===== config.mk =====
export PLATFORM = sky130hd
export DESIGN_NAME = keypad_entry_countdown_timer
export DESIGN_NICKNAME = d
export VERILOG_FILES = /design/src/hdl/kect_pkg.sv /design/src/hdl/kect_in_reg.sv /design/src/hdl/kect_core.sv /design/src/hdl/keypad_entry_countdown_timer.sv
export SDC_FILE = /design/constraint.sdc
export NUM_CORES = 1
export LEC_CHECK = 0
export ABC_AREA = 1
export BUFFER_PORTS_ARGS = -buffer_cell sky130_fd_sc_hd__buf_2
export CAP_MARGIN = 20
export CORE_MARGIN = 3
export CORE_UTILIZATION = 60
export CTS_CLUSTER_DIAMETER = 120
export DETAILED_ROUTE_END_ITERATION = 10
export PLACE_DENSITY = 0.83
export SLEW_MARGIN = 20
export SYNTH_ARGS = -nofsm -noshare
export SYNTH_HDL_FRONTEND = slang
export SYNTH_HIERARCHICAL = 1
export SYNTH_SLANG_ARGS = --single-unit

===== constraint.sdc =====
create_clock -name clk -period 3.86 [get_ports clk]
set_input_delay 0.772 -clock clk [delete_from_list [all_inputs] [get_ports clk]]
set_output_delay 0.772 -clock clk [all_outputs]
set_load 0.02 [all_outputs]

===== src/hdl/kect_pkg.sv =====
// Package: shared types, constants and key decode for the keypad countdown timer.
`timescale 1ns / 1ps

package kect_pkg;

  localparam int unsigned KeyW      = 4;
  localparam int unsigned DigitW    = 4;
  localparam int unsigned CountW    = 2;
  localparam int unsigned MinW      = 7;
  localparam int unsigned SecW      = 6;
  localparam int unsigned InDataW   = 8;
  localparam int unsigned OutDataW  = 24;

  localparam logic [DigitW-1:0] NoDigit   = 4'hF;
  localparam logic [CountW-1:0] LastSlot  = 2'd3;
  localparam logic [6:0]        SecsPerMin = 7'd60;
  localparam logic [SecW-1:0]   MaxSec    = 6'd59;

  localparam logic FuncKey  = 1'b0;
  localparam logic FuncTick = 1'b1;

  typedef struct packed {
    logic            func;
    logic [KeyW-1:0] key_index;
  } item_t;

  typedef struct packed {
    logic              alarm;
    logic              key_beep;
    logic [SecW-1:0]   show_seconds;
    logic [MinW-1:0]   show_minutes;
    logic [CountW-1:0] digits_entered;
    logic              mode;
  } result_t;

  function automatic logic [DigitW-1:0] key_digit(input logic [KeyW-1:0] key);
    logic [DigitW-1:0] d;
    case (key) inside
      [4'd0:4'd8]: d = key + 4'd1;
      4'd10:       d = 4'd0;
      default:     d = NoDigit;
    endcase
    return d;
  endfunction

endpackage


===== src/hdl/kect_in_reg.sv =====
// Input register stage: capture one event transaction and hold it for the core.
`timescale 1ns / 1ps

module kect_in_reg (
  input  logic                clk,
  input  logic                rst_n,
  input  logic                in_tvalid,
  output logic                in_tready,
  input  kect_pkg::item_t     in_item,
  output logic                item_valid,
  input  logic                item_take,
  output kect_pkg::item_t     item
);

  logic            valid_r, valid_nxt;
  kect_pkg::item_t item_r;

  assign in_tready  = !valid_r || item_take;
  assign item_valid = valid_r;
  assign item       = item_r;

  always_comb begin
    valid_nxt = valid_r;
    if (in_tready) begin
      valid_nxt = in_tvalid;
    end
  end

  always_ff @(posedge clk) begin
    if (!rst_n) begin
      valid_r <= 1'b0;
    end else begin
      valid_r <= valid_nxt;
    end
  end

  always_ff @(posedge clk) begin
    if (in_tvalid && in_tready) begin
      item_r <= in_item;
    end
  end

endmodule


===== src/hdl/kect_core.sv =====
// Timer core: digit entry, count load, countdown and the result of each event.
`timescale 1ns / 1ps

module kect_core (
  input  logic                clk,
  input  logic                rst_n,
  input  logic                fire,
  input  kect_pkg::item_t     item,
  output kect_pkg::result_t   result
);

  logic                                running_r, running_nxt;
  logic [kect_pkg::CountW-1:0]         count_r, count_nxt;
  logic [kect_pkg::MinW-1:0]           min_r, min_nxt;
  logic [kect_pkg::SecW-1:0]           sec_r, sec_nxt;
  logic [kect_pkg::DigitW-1:0]         digit_r [3];
  logic                                store_en;
  logic [kect_pkg::DigitW-1:0]         d;
  logic [6:0]                          load_min, load_sec;
  logic                                beep, alarm;

  assign d = kect_pkg::key_digit(item.key_index);

  always_comb begin
    load_min = 7'(digit_r[0]) * 7'd10 + 7'(digit_r[1]);
    load_sec = 7'(digit_r[2]) * 7'd10 + 7'(d);
  end

  always_comb begin
    running_nxt = running_r;
    count_nxt   = count_r;
    min_nxt     = min_r;
    sec_nxt     = sec_r;
    store_en    = 1'b0;
    beep        = 1'b0;
    alarm       = 1'b0;
    if (item.func == kect_pkg::FuncTick) begin
      if (running_r) begin
        if (sec_r != '0) begin
          sec_nxt = sec_r - 1'b1;
        end else if (min_r != '0) begin
          min_nxt = min_r - 1'b1;
          sec_nxt = kect_pkg::MaxSec;
        end
        if ((min_nxt == '0) && (sec_nxt == '0)) begin
          running_nxt = 1'b0;
          alarm       = 1'b1;
        end
      end
    end else if (!running_r && (d != kect_pkg::NoDigit)) begin
      beep = 1'b1;
      if (count_r != kect_pkg::LastSlot) begin
        store_en  = 1'b1;
        count_nxt = count_r + 1'b1;
      end else begin
        count_nxt = '0;
        if (load_sec >= kect_pkg::SecsPerMin) begin
          min_nxt = load_min + 1'b1;
          sec_nxt = kect_pkg::SecW'(load_sec - kect_pkg::SecsPerMin);
        end else begin
          min_nxt = load_min;
          sec_nxt = load_sec[kect_pkg::SecW-1:0];
        end
        if ((min_nxt == '0) && (sec_nxt == '0)) begin
          alarm = 1'b1;
        end else begin
          running_nxt = 1'b1;
        end
      end
    end
  end

  always_comb begin
    result.mode           = running_nxt;
    result.digits_entered = count_nxt;
    result.show_minutes   = min_nxt;
    result.show_seconds   = sec_nxt;
    result.key_beep       = beep;
    result.alarm          = alarm;
  end

  always_ff @(posedge clk) begin
    if (!rst_n) begin
      running_r <= 1'b0;
      count_r   <= '0;
      min_r     <= '0;
      sec_r     <= '0;
    end else if (fire) begin
      running_r <= running_nxt;
      count_r   <= count_nxt;
      min_r     <= min_nxt;
      sec_r     <= sec_nxt;
    end
  end

  always_ff @(posedge clk) begin
    if (fire && store_en) begin
      digit_r[count_r] <= d;
    end
  end

endmodule


===== src/hdl/keypad_entry_countdown_timer.sv =====
// Top level: keypad entry countdown timer with input and result registers.
//
//  channel | dir | ports                       | content
//  --------+-----+-----------------------------+---------------------------------
//  in      | in  | in_tvalid/tready/tdata/tuser | key_index in tdata, func in tuser
//  out     | out | out_tvalid/tready/tdata      | one result per event
//
// Each event passes from input to result through the input register, while the core
// works on it, and then the result register. A new event is taken every
// cycle while the result side keeps up. Reset clears the count, digit count and
// mode; stored digits hold no reset value. A stalled result holds both stages.
`timescale 1ns / 1ps

module keypad_entry_countdown_timer (
  input  logic                            clk,
  input  logic                            rst_n,
  input  logic                            in_tvalid,
  output logic                            in_tready,
  // [3:0] key_index, [7:4] zero
  input  logic [kect_pkg::InDataW-1:0]    in_tdata,
  // [0] func
  input  logic                            in_tuser,
  output logic                            out_tvalid,
  input  logic                            out_tready,
  // [0] mode, [2:1] digits_entered, [9:3] show_minutes, [15:10] show_seconds,
  // [16] key_beep, [17] alarm, [23:18] zero
  output logic [kect_pkg::OutDataW-1:0]   out_tdata
);

  kect_pkg::item_t   in_item, item;
  kect_pkg::result_t result;
  logic              item_valid, out_free, fire;
  logic              out_valid_r, out_valid_nxt;
  kect_pkg::result_t out_r;

  assign in_item.func      = in_tuser;
  assign in_item.key_index = in_tdata[kect_pkg::KeyW-1:0];

  assign out_free = !out_valid_r || out_tready;
  assign fire     = item_valid && out_free;

  kect_in_reg u_in_reg (
    .clk        (clk),
    .rst_n      (rst_n),
    .in_tvalid  (in_tvalid),
    .in_tready  (in_tready),
    .in_item    (in_item),
    .item_valid (item_valid),
    .item_take  (out_free),
    .item       (item)
  );

  kect_core u_core (
    .clk    (clk),
    .rst_n  (rst_n),
    .fire   (fire),
    .item   (item),
    .result (result)
  );

  always_comb begin
    out_valid_nxt = out_valid_r;
    if (out_free) begin
      out_valid_nxt = item_valid;
    end
  end

  always_ff @(posedge clk) begin
    if (!rst_n) begin
      out_valid_r <= 1'b0;
    end else begin
      out_valid_r <= out_valid_nxt;
    end
  end

  always_ff @(posedge clk) begin
    if (fire) begin
      out_r <= result;
    end
  end

  assign out_tvalid = out_valid_r;
  assign out_tdata  = kect_pkg::OutDataW'(out_r);

endmodule


Yosys cells after proc, flatten, opt, wreduce, memory -nomap -nowiden
Memory sizes are Yosys's and may differ from the RTL's.
Cells that the tools add are included.
{"block": "totals", "mem_bits_rw": 12, "n_memories": 1, "register_bits": 41}
{"memory": "u_core.digit_r", "words": 3, "width": 4, "rd": 3, "rd_clocked_by_memory_dff": 0, "write_ports": 1, "line_no": "kect_core.sv:16", "text": "logic [kect_pkg::DigitW-1:0] digit_r [3];"}
{"block": "classes", "eq_ne": 3, "mul": 2, "add_sub_neg": 8, "magnitude_cmp": 3, "mux": 47, "reduce_logical": 18}
{"op": "two-way mux 7 bit", "n": 12}
{"op": "two-way mux 6 bit", "n": 12}
{"op": "two-way mux 1 bit", "n": 18}
{"op": "adder 7 x 4 -> 7 bit", "n": 2}
{"op": "logical NOT 7 bit", "n": 2}
{"op": "logical NOT 6 bit", "n": 2}
{"op": "multiplier 4 x 3 -> 6 bit, second input constant", "n": 2}
{"op": "two-way mux 4 bit", "n": 2}
{"op": "adder 7 x 1 -> 7 bit, second input constant", "n": 1}
{"op": "greater-or-equal comparator 7 x 6 -> 1 bit, second input constant", "n": 1}
{"op": "logical AND 1 bit", "n": 7}
{"op": "nonzero test 7 bit", "n": 1}
{"op": "subtractor 7 x 1 -> 7 bit, second input constant", "n": 1}
{"op": "two-way mux 2 bit", "n": 3}
{"op": "nonzero test 6 bit", "n": 1}
{"op": "subtractor 6 x 1 -> 6 bit, second input constant", "n": 1}
{"op": "subtractor 6 bit, second input constant", "n": 1}
{"op": "adder 4 x 1 -> 4 bit, second input constant", "n": 1}
{"op": "== test 4 bit, second input constant", "n": 1}
{"op": "greater-or-equal comparator 4 x 1 -> 1 bit, second input constant", "n": 1}
{"op": "<= comparator 4 bit, second input constant", "n": 1}
{"op": "!= test 4 bit, second input constant", "n": 1}
{"op": "logical NOT 1 bit", "n": 3}
{"op": "adder 2 x 1 -> 2 bit, second input constant", "n": 1}
{"op": "2 further kinds", "n": 3}

Logic depth before layout (Yosys ltp)
{"block": "depth", "word_depth": 15, "ltp_mapped": 30}

By module
Netlist, hierarchy kept.
{"mod": "kect_core", "cells_each": 424, "instances": 1, "area_each_um2": 2976.6}
{"mod": "keypad_entry_countdown_timer", "cells_each": 32, "instances": 1, "area_each_um2": 640.6}
{"mod": "kect_in_reg", "cells_each": 12, "instances": 1, "area_each_um2": 201.4}

Worst setup path after synthesis
Ideal clock, no wire load.
{"block": "synth_path", "kind": "flip-flop to flip-flop", "startpoint": "register u_in_reg.item_r (netlist bit u_in_reg/item[0])", "endpoint": "register out_r (netlist bit out_tdata[0]), data pin", "period_less_slack_ns": 3.417, "required_ns": 3.609, "setup_slack_ns": 0.443, "arrival_ns": 3.166, "setup_ns": 0.251, "path_stages_with_launch": 27, "cell_sequence": "edfxtp_1 inv_1 ha_1 nand2_2 nand2_2 inv_2 nand3_2 o21ai_0 inv_1 ha_1 inv_1 fa_1 xnor2_1 ha_1 inv_1 nor2_2 nand2_4 nand3_4 buf_8 inv_2 nand2_1 nand2_1 nor2_1 nand3_2 nand2_2 nand2_1 buf_4"}
{"block": "synth_via", "elab_chain_cells": 15}
{"item": "start: declaration", "line_no": "kect_in_reg.sv:16", "text": "kect_pkg::item_t item_r;"}
{"item": "start signal: assignment", "line_no": "kect_in_reg.sv:39", "text": "item_r <= in_item;"}
{"item": "greater-or-equal comparator 4 x 1 -> 1 bit (implied by the code) (tied with other cells)", "line_no": "kect_core.sv:22", "text": "assign d = kect_pkg::key_digit(item.key_index);"}
{"item": "logical AND 1 bit (implied by the code) / two-way mux 4 bit (equally long branches)", "line_no": "kect_core.sv:22, kect_pkg.sv:38"}
{"item": "two-way mux 4 bit *", "line_no": "kect_pkg.sv:38", "text": "case (key) inside"}
{"item": "via u_core.d (one bit)", "line_no": "kect_core.sv:18", "text": "logic [kect_pkg::DigitW-1:0] d;"}
{"item": "adder 7 x 4 -> 7 bit", "line_no": "kect_core.sv:26", "text": "load_sec = 7'(digit_r[2]) * 7'd10 + 7'(d);"}
{"item": "subtractor 6 bit / greater-or-equal comparator 7 x 6 -> 1 bit (equally long branches)", "line_no": "kect_core.sv:59, kect_core.sv:57"}
{"item": "two-way mux 6 bit / two-way mux 7 bit (equally long branches)", "line_no": "kect_core.sv:57", "text": "if (load_sec >= kect_pkg::SecsPerMin) begin"}
{"item": "two-way mux 6 bit / two-way mux 7 bit (equally long branches)", "line_no": "kect_core.sv:52", "text": "if (count_r != kect_pkg::LastSlot) begin"}
{"item": "two-way mux 6 bit / two-way mux 7 bit (equally long branches)", "line_no": "kect_core.sv:50", "text": "end else if (!running_r && (d != kect_pkg::NoDigit)) begin"}
{"item": "two-way mux 6 bit / two-way mux 7 bit (equally long branches)", "line_no": "kect_core.sv:37", "text": "if (item.func == kect_pkg::FuncTick) begin"}
{"item": "logical NOT 6 bit / logical NOT 7 bit (equally long branches)", "line_no": "kect_core.sv:64", "text": "if ((min_nxt == '0) && (sec_nxt == '0)) begin"}
{"item": "logical AND 1 bit", "line_no": "kect_core.sv:64"}
{"item": "two-way mux 1 bit", "line_no": "kect_core.sv:64"}
{"item": "two-way mux 1 bit", "line_no": "kect_core.sv:52"}
{"item": "two-way mux 1 bit *", "line_no": "kect_core.sv:50"}
{"item": "two-way mux 1 bit *", "line_no": "kect_core.sv:37"}
{"item": "via u_core.running_nxt", "line_no": "kect_core.sv:12", "text": "logic running_r, running_nxt;"}
{"item": "end signal: assignment", "line_no": "keypad_entry_countdown_timer.sv:78", "text": "out_r <= result;"}
{"item": "end: declaration", "line_no": "keypad_entry_countdown_timer.sv:34", "text": "kect_pkg::result_t out_r;"}
Mark *: on every way through the listed nets, which the timed path passes. The rest lies on a longest branch. The select of a mux whose other input is x is not followed.
A chain may end at the register's enable or synchronous reset.

==> flow_metrics.py <==
metrics = {
    "routing": {
        "drt-wirelength-per-cell_microns": 13.5,
        "detail_route.drc_violations": 0,
        "routed_via_density": 5.74,
        "detailedRoute.firstPassIterationCount": 7,
        "wl_microns": 7720,
        "drtIter0Drc": 193,
        "drtAntennaViolNets": 0,
        "dr_total_vias": 3278,
    },
    "logic_synthesis": {
        "post_synth_num_cell_types": 41,
        "synthesis.yosys.warnings": 6,
        "yosys.area.top_type_share_pct": 27.5,
        "synth_ff_type": "sky130_fd_sc_hd__edfxtp_1",
        "yosysTopAreaCell": "sky130_fd_sc_hd__edfxtp_1",
        "async_reset_ff_share_pct": 0,
        "yosysMostFrequentCell": "sky130_fd_sc_hd__nand2_1",
        "yosys_register_bits": 53,
        "ys_top_cells_by_count": "sky130_fd_sc_hd__nand2_1 (84), sky130_fd_sc_hd__inv_1 (58), sky130_fd_sc_hd__edfxtp_1 (35), sky130_fd_sc_hd__o21ai_0 (33), sky130_fd_sc_hd__nor2_1 (31)",
        "synth_enable_flop_cells": 35,
        "synth_area_per_cell_sq_um": 8.16,
        "post_synth_inst_count": 468,
        "synth_sequential_area_ratio_pct": 37.0,
        "mappedNetlistArea_sq_um": 3820,
        "ys_top_cells_by_area": "sky130_fd_sc_hd__edfxtp_1 (28%), sky130_fd_sc_hd__dfxtp_1 (9.4%), sky130_fd_sc_hd__nand2_1 (8.3%), sky130_fd_sc_hd__ha_1 (7.5%), sky130_fd_sc_hd__inv_1 (5.7%)",
    },
    "placed_design": {
        "dp.final_hpwl_microns": 5610,
        "place_congestion": 0.909,
        "portBuffers": 28,
    },
    "grt": {
        "initial_antenna_violation_count": 0,
        "globalRouteOverflowTotal": 0,
        "grt_first_pass_wirelength_microns": 12700,
        "number_of_global_route_vias_before_repair": 3003,
        "grt_max_degree": 29,
        "globalRouteTotalUtil_pct": 21.4,
    },
    "sta": {
        "final.setup.tns_ns": 0,
        "finalHoldViolations": 0,
        "finalCriticalPeriod_ns": 3.54,
        "timing.final.crit_share_pct": 91.7,
        "fmaxAchievable_mhz": 282,
        "final_max_slew_viol_count": 0,
        "setup_repair_after_global_routing_missed_its_margin": "no",
        "hold-worst-slack_ns": 0.502,
        "fin_skew_ns": 0.0153,
        "max-slew-margin-rel_pct": 57.8,
        "timing.final.setup_violations": 0,
        "worst_slew_pin_slew_ns": 0.632,
    },
    "clock_network": {
        "clk_root_buffer_cell": "sky130_fd_sc_hd__clkbuf_8",
        "clock_tree.buffer_depth": 2,
        "tritoncts": "done",
        "clock_latency_ns": 0.31,
        "clkSinkCount": 53,
        "clock_slew_at_the_register_clock_pins_of_the_worst_setup_and_hold_paths_ns": 0.11,
        "numCtsBuffers": 5,
        "clock_tree.htree_level_count": 2,
    },
    "worst_setup_path": {
        "setup_crit_end_kind": "flip-flop",
        "rr_endpoint": "out_tdata[0]$_DFFE_PP_",
        "critical_path_cell_count": 23,
        "crit_family": "simple AND/OR/NAND/NOR gates",
        "required_ns": 3.94,
        "timing.rr.start": "u_in_reg/item[0]$_DFFE_PP_",
        "crit_buf_inv": 6,
        "crit_arrival_ns": 3.63,
        "reg2reg_slack_ns": 0.32,
        "crit_path_start": "u_in_reg/item[0]$_DFFE_PP_",
        "worstPathMaxFanout": 5,
        "crit_path_max_incr_delay_ns": 0.44,
        "critical_path.cell_chain": "inv_2 -> ha_1 -> nand2_2 -> nand2_2 -> inv_2 -> nand3_2 -> o21ai_0 -> inv_1 -> ha_1 -> inv_1 -> fa_2 -> xnor2_2 -> ha_1 -> inv_1 -> nor2_2 -> nand2_4 -> buf_4 -> nand4_1 -> nand4_1 -> nor2_2 -> nand3_2 -> nand2_2 -> nand2_1",
        "timing.setup.critical_path_class": "flip-flop to flip-flop",
        "cp-start-kind": "flip-flop",
        "crit_path_top_delay_cell": "sky130_fd_sc_hd__edfxtp_1",
        "count_of_cells_along_the_worst_register_to_register_path": 23,
        "timing.critical_path.to": "out_tdata[0]$_DFFE_PP_",
    },
    "min_path": {
        "hold_path_class": "flip-flop to flip-flop",
    },
    "pwr": {
        "power_density_nw_per_um2": 362,
        "max-vdd-ir-drop_mv": 0.241,
        "fin_total_pwr_w": 0.00149,
        "power_leakage_nw": 1.89,
    },
    "floorplanning": {
        "die_height_microns": 85.8,
        "die_area_sq_um": 7360,
        "fp-row-count": 28,
        "core_area_sq_um": 6030,
        "io_pins": 39,
        "initial_standard_cell_utilization_of_the_core_pct": 63.4,
        "dieWidth_microns": 85.8,
    },
    "layout": {
        "num-nets-final": 535,
        "drive_above_1_share_pct": 20.8,
        "insertedDiodeCount": 0,
        "syn_to_final_growth_pct": 7.57,
    },
    "run": {
        "max_cap_violations": 0,
    },
    "outcome": {
        "run_status": "completed",
    },
}
## logic make-up (layout without fill, tap and decap cells)
| family | Yosys count | in the layout | synth area share (%) |
|---|---|---|---|
| xor+xnor | 16 | 16 | 3.67 |
| other cells | 1 | 6 | 0.0982 |
| simple gates | 192 | 194 | 25.4 |
| buf+inv | 90 | 111 | 11.0 |
| flops | 53 | 53 | 37.0 |
| compound gates | 89 | 89 | 13.3 |
| fa+ha+maj | 27 | 27 | 9.63 |
## repair_timing
action	4_1_cts	5_1_grt
setup endpoints to repair	0	18
buffers inserted	0	2
gates resized for setup	0	3
hold buffers	0	0
## placed cells by master, fill, tap and decap left out, types with 2 or more instances in the layout
master                     synthesis  layout
sky130_fd_sc_hd__xnor2_1           5       4
sky130_fd_sc_hd__o22ai_1           2       2
sky130_fd_sc_hd__clkbuf_8          3       5
sky130_fd_sc_hd__nand2_4           3       3
sky130_fd_sc_hd__ha_1             23      23
sky130_fd_sc_hd__o211ai_1         12      12
sky130_fd_sc_hd__buf_4            10       3
sky130_fd_sc_hd__clkinv_1          2       2
sky130_fd_sc_hd__nand4_1          12      12
sky130_fd_sc_hd__conb_1            1       6
sky130_fd_sc_hd__edfxtp_1         35      35
sky130_fd_sc_hd__o21ai_1           5       5
sky130_fd_sc_hd__nand3_1          19      19
sky130_fd_sc_hd__inv_2            11      12
sky130_fd_sc_hd__nor2_4            3       3
sky130_fd_sc_hd__o21ai_0          33      33
sky130_fd_sc_hd__nor3_1            4       4
sky130_fd_sc_hd__a21oi_1          30      29
sky130_fd_sc_hd__a21oi_2           2       3
sky130_fd_sc_hd__buf_2             2      28
sky130_fd_sc_hd__nor3_2            2       2
sky130_fd_sc_hd__fa_1              4       3
sky130_fd_sc_hd__dfxtp_1          18      18
sky130_fd_sc_hd__nand2_1          84      84
sky130_fd_sc_hd__nand2_2          20      21
sky130_fd_sc_hd__xor2_1           11      11
sky130_fd_sc_hd__nor2_2            6       6
sky130_fd_sc_hd__nor2_1           31      31
sky130_fd_sc_hd__nand3_2           4       5
sky130_fd_sc_hd__inv_1            58      57
sky130_fd_sc_hd__nand3_4           2       2
## final cells by class
class | instances | area [sq um]
flip-flops and latches | 53 | 1410
inverters | 72 | 272
clock inverters | 2 | 38.8
clock buffers | 6 | 93.8
well taps | 75 | 93.8
repair buffers | 31 | 163
multi-input cells | 332 | 2040
fillers | 476 | 1920
## registers in the layout, indices dropped and copies added (netlist names)
register and count:
out_tvalid 1, u_core/running_r 1, u_core/count_r 2, u_core/digit_r 12
out_tdata 18, u_core/sec_r 6, u_in_reg/item 5, u_core/min_r 7
u_in_reg/item_valid 1
## power breakdown
group | leakage (nW) | switching (W) | total [W] | internal, W
Combinational | 1.35 | 0.000263 | 0.000392 | 0.000129
Sequential | 0.477 | 0.0000264 | 0.000669 | 0.000642
Clock | 0.0669 | 0.000190 | 0.000425 | 0.000235
## through the flow
step                      cells  setup WS, ns  instance area, sq um  util [%]
final                       571         0.320                  4110      68.2
after global routing        571       0.00467                  4110      68.2
after CTS                   567         0.117                  4070      67.5
after detailed placement    559         0.120                  3930      65.3
after global placement      559         0.285                  3930      65.3
after floorplan             473         0.443                  3840         -
## per-layer routing
metal,track usage (%),wire length (microns)
met1,26.2,3240
met2,37.2,3760
met3,3.65,518
met4,9.21,202
met5,0,0
## worst min-delay path by stage
stage | start | endpoint | slack [ns] | cells past startpoint
floorplan | u_in_reg/item_valid$_SDFFE_PN0P_ | out_tvalid$_SDFFE_PN0P_ | 0.48 | 2
global placement | u_in_reg/item_valid$_SDFFE_PN0P_ | u_in_reg/item_valid$_SDFFE_PN0P_ | 0.48 | 2
detailed placement | u_in_reg/item_valid$_SDFFE_PN0P_ | u_in_reg/item_valid$_SDFFE_PN0P_ | 0.49 | 2
CTS | u_in_reg/item_valid$_SDFFE_PN0P_ | u_in_reg/item_valid$_SDFFE_PN0P_ | 0.50 | 2
global route | u_in_reg/item_valid$_SDFFE_PN0P_ | u_in_reg/item_valid$_SDFFE_PN0P_ | 0.54 | 2
finish | u_in_reg/item_valid$_SDFFE_PN0P_ | u_in_reg/item_valid$_SDFFE_PN0P_ | 0.50 | 2
## worst reg2reg max path: stages (launching register included)
cell and delay, ns:
sky130_fd_sc_hd__edfxtp_1 0.44, sky130_fd_sc_hd__inv_2 0.11, sky130_fd_sc_hd__ha_1 0.16, sky130_fd_sc_hd__nand2_2 0.07, sky130_fd_sc_hd__nand2_2 0.09, sky130_fd_sc_hd__inv_2 0.05
sky130_fd_sc_hd__nand3_2 0.07, sky130_fd_sc_hd__o21ai_0 0.08, sky130_fd_sc_hd__inv_1 0.11, sky130_fd_sc_hd__ha_1 0.17, sky130_fd_sc_hd__inv_1 0.05, sky130_fd_sc_hd__fa_2 0.36
sky130_fd_sc_hd__xnor2_2 0.22, sky130_fd_sc_hd__ha_1 0.18, sky130_fd_sc_hd__inv_1 0.06, sky130_fd_sc_hd__nor2_2 0.19, sky130_fd_sc_hd__nand2_4 0.11, sky130_fd_sc_hd__buf_4 0.15
sky130_fd_sc_hd__nand4_1 0.10, sky130_fd_sc_hd__nand4_1 0.16, sky130_fd_sc_hd__nor2_2 0.13, sky130_fd_sc_hd__nand3_2 0.11, sky130_fd_sc_hd__nand2_2 0.09, sky130_fd_sc_hd__nand2_1 0.06
(Power assumes the default switching activity.)
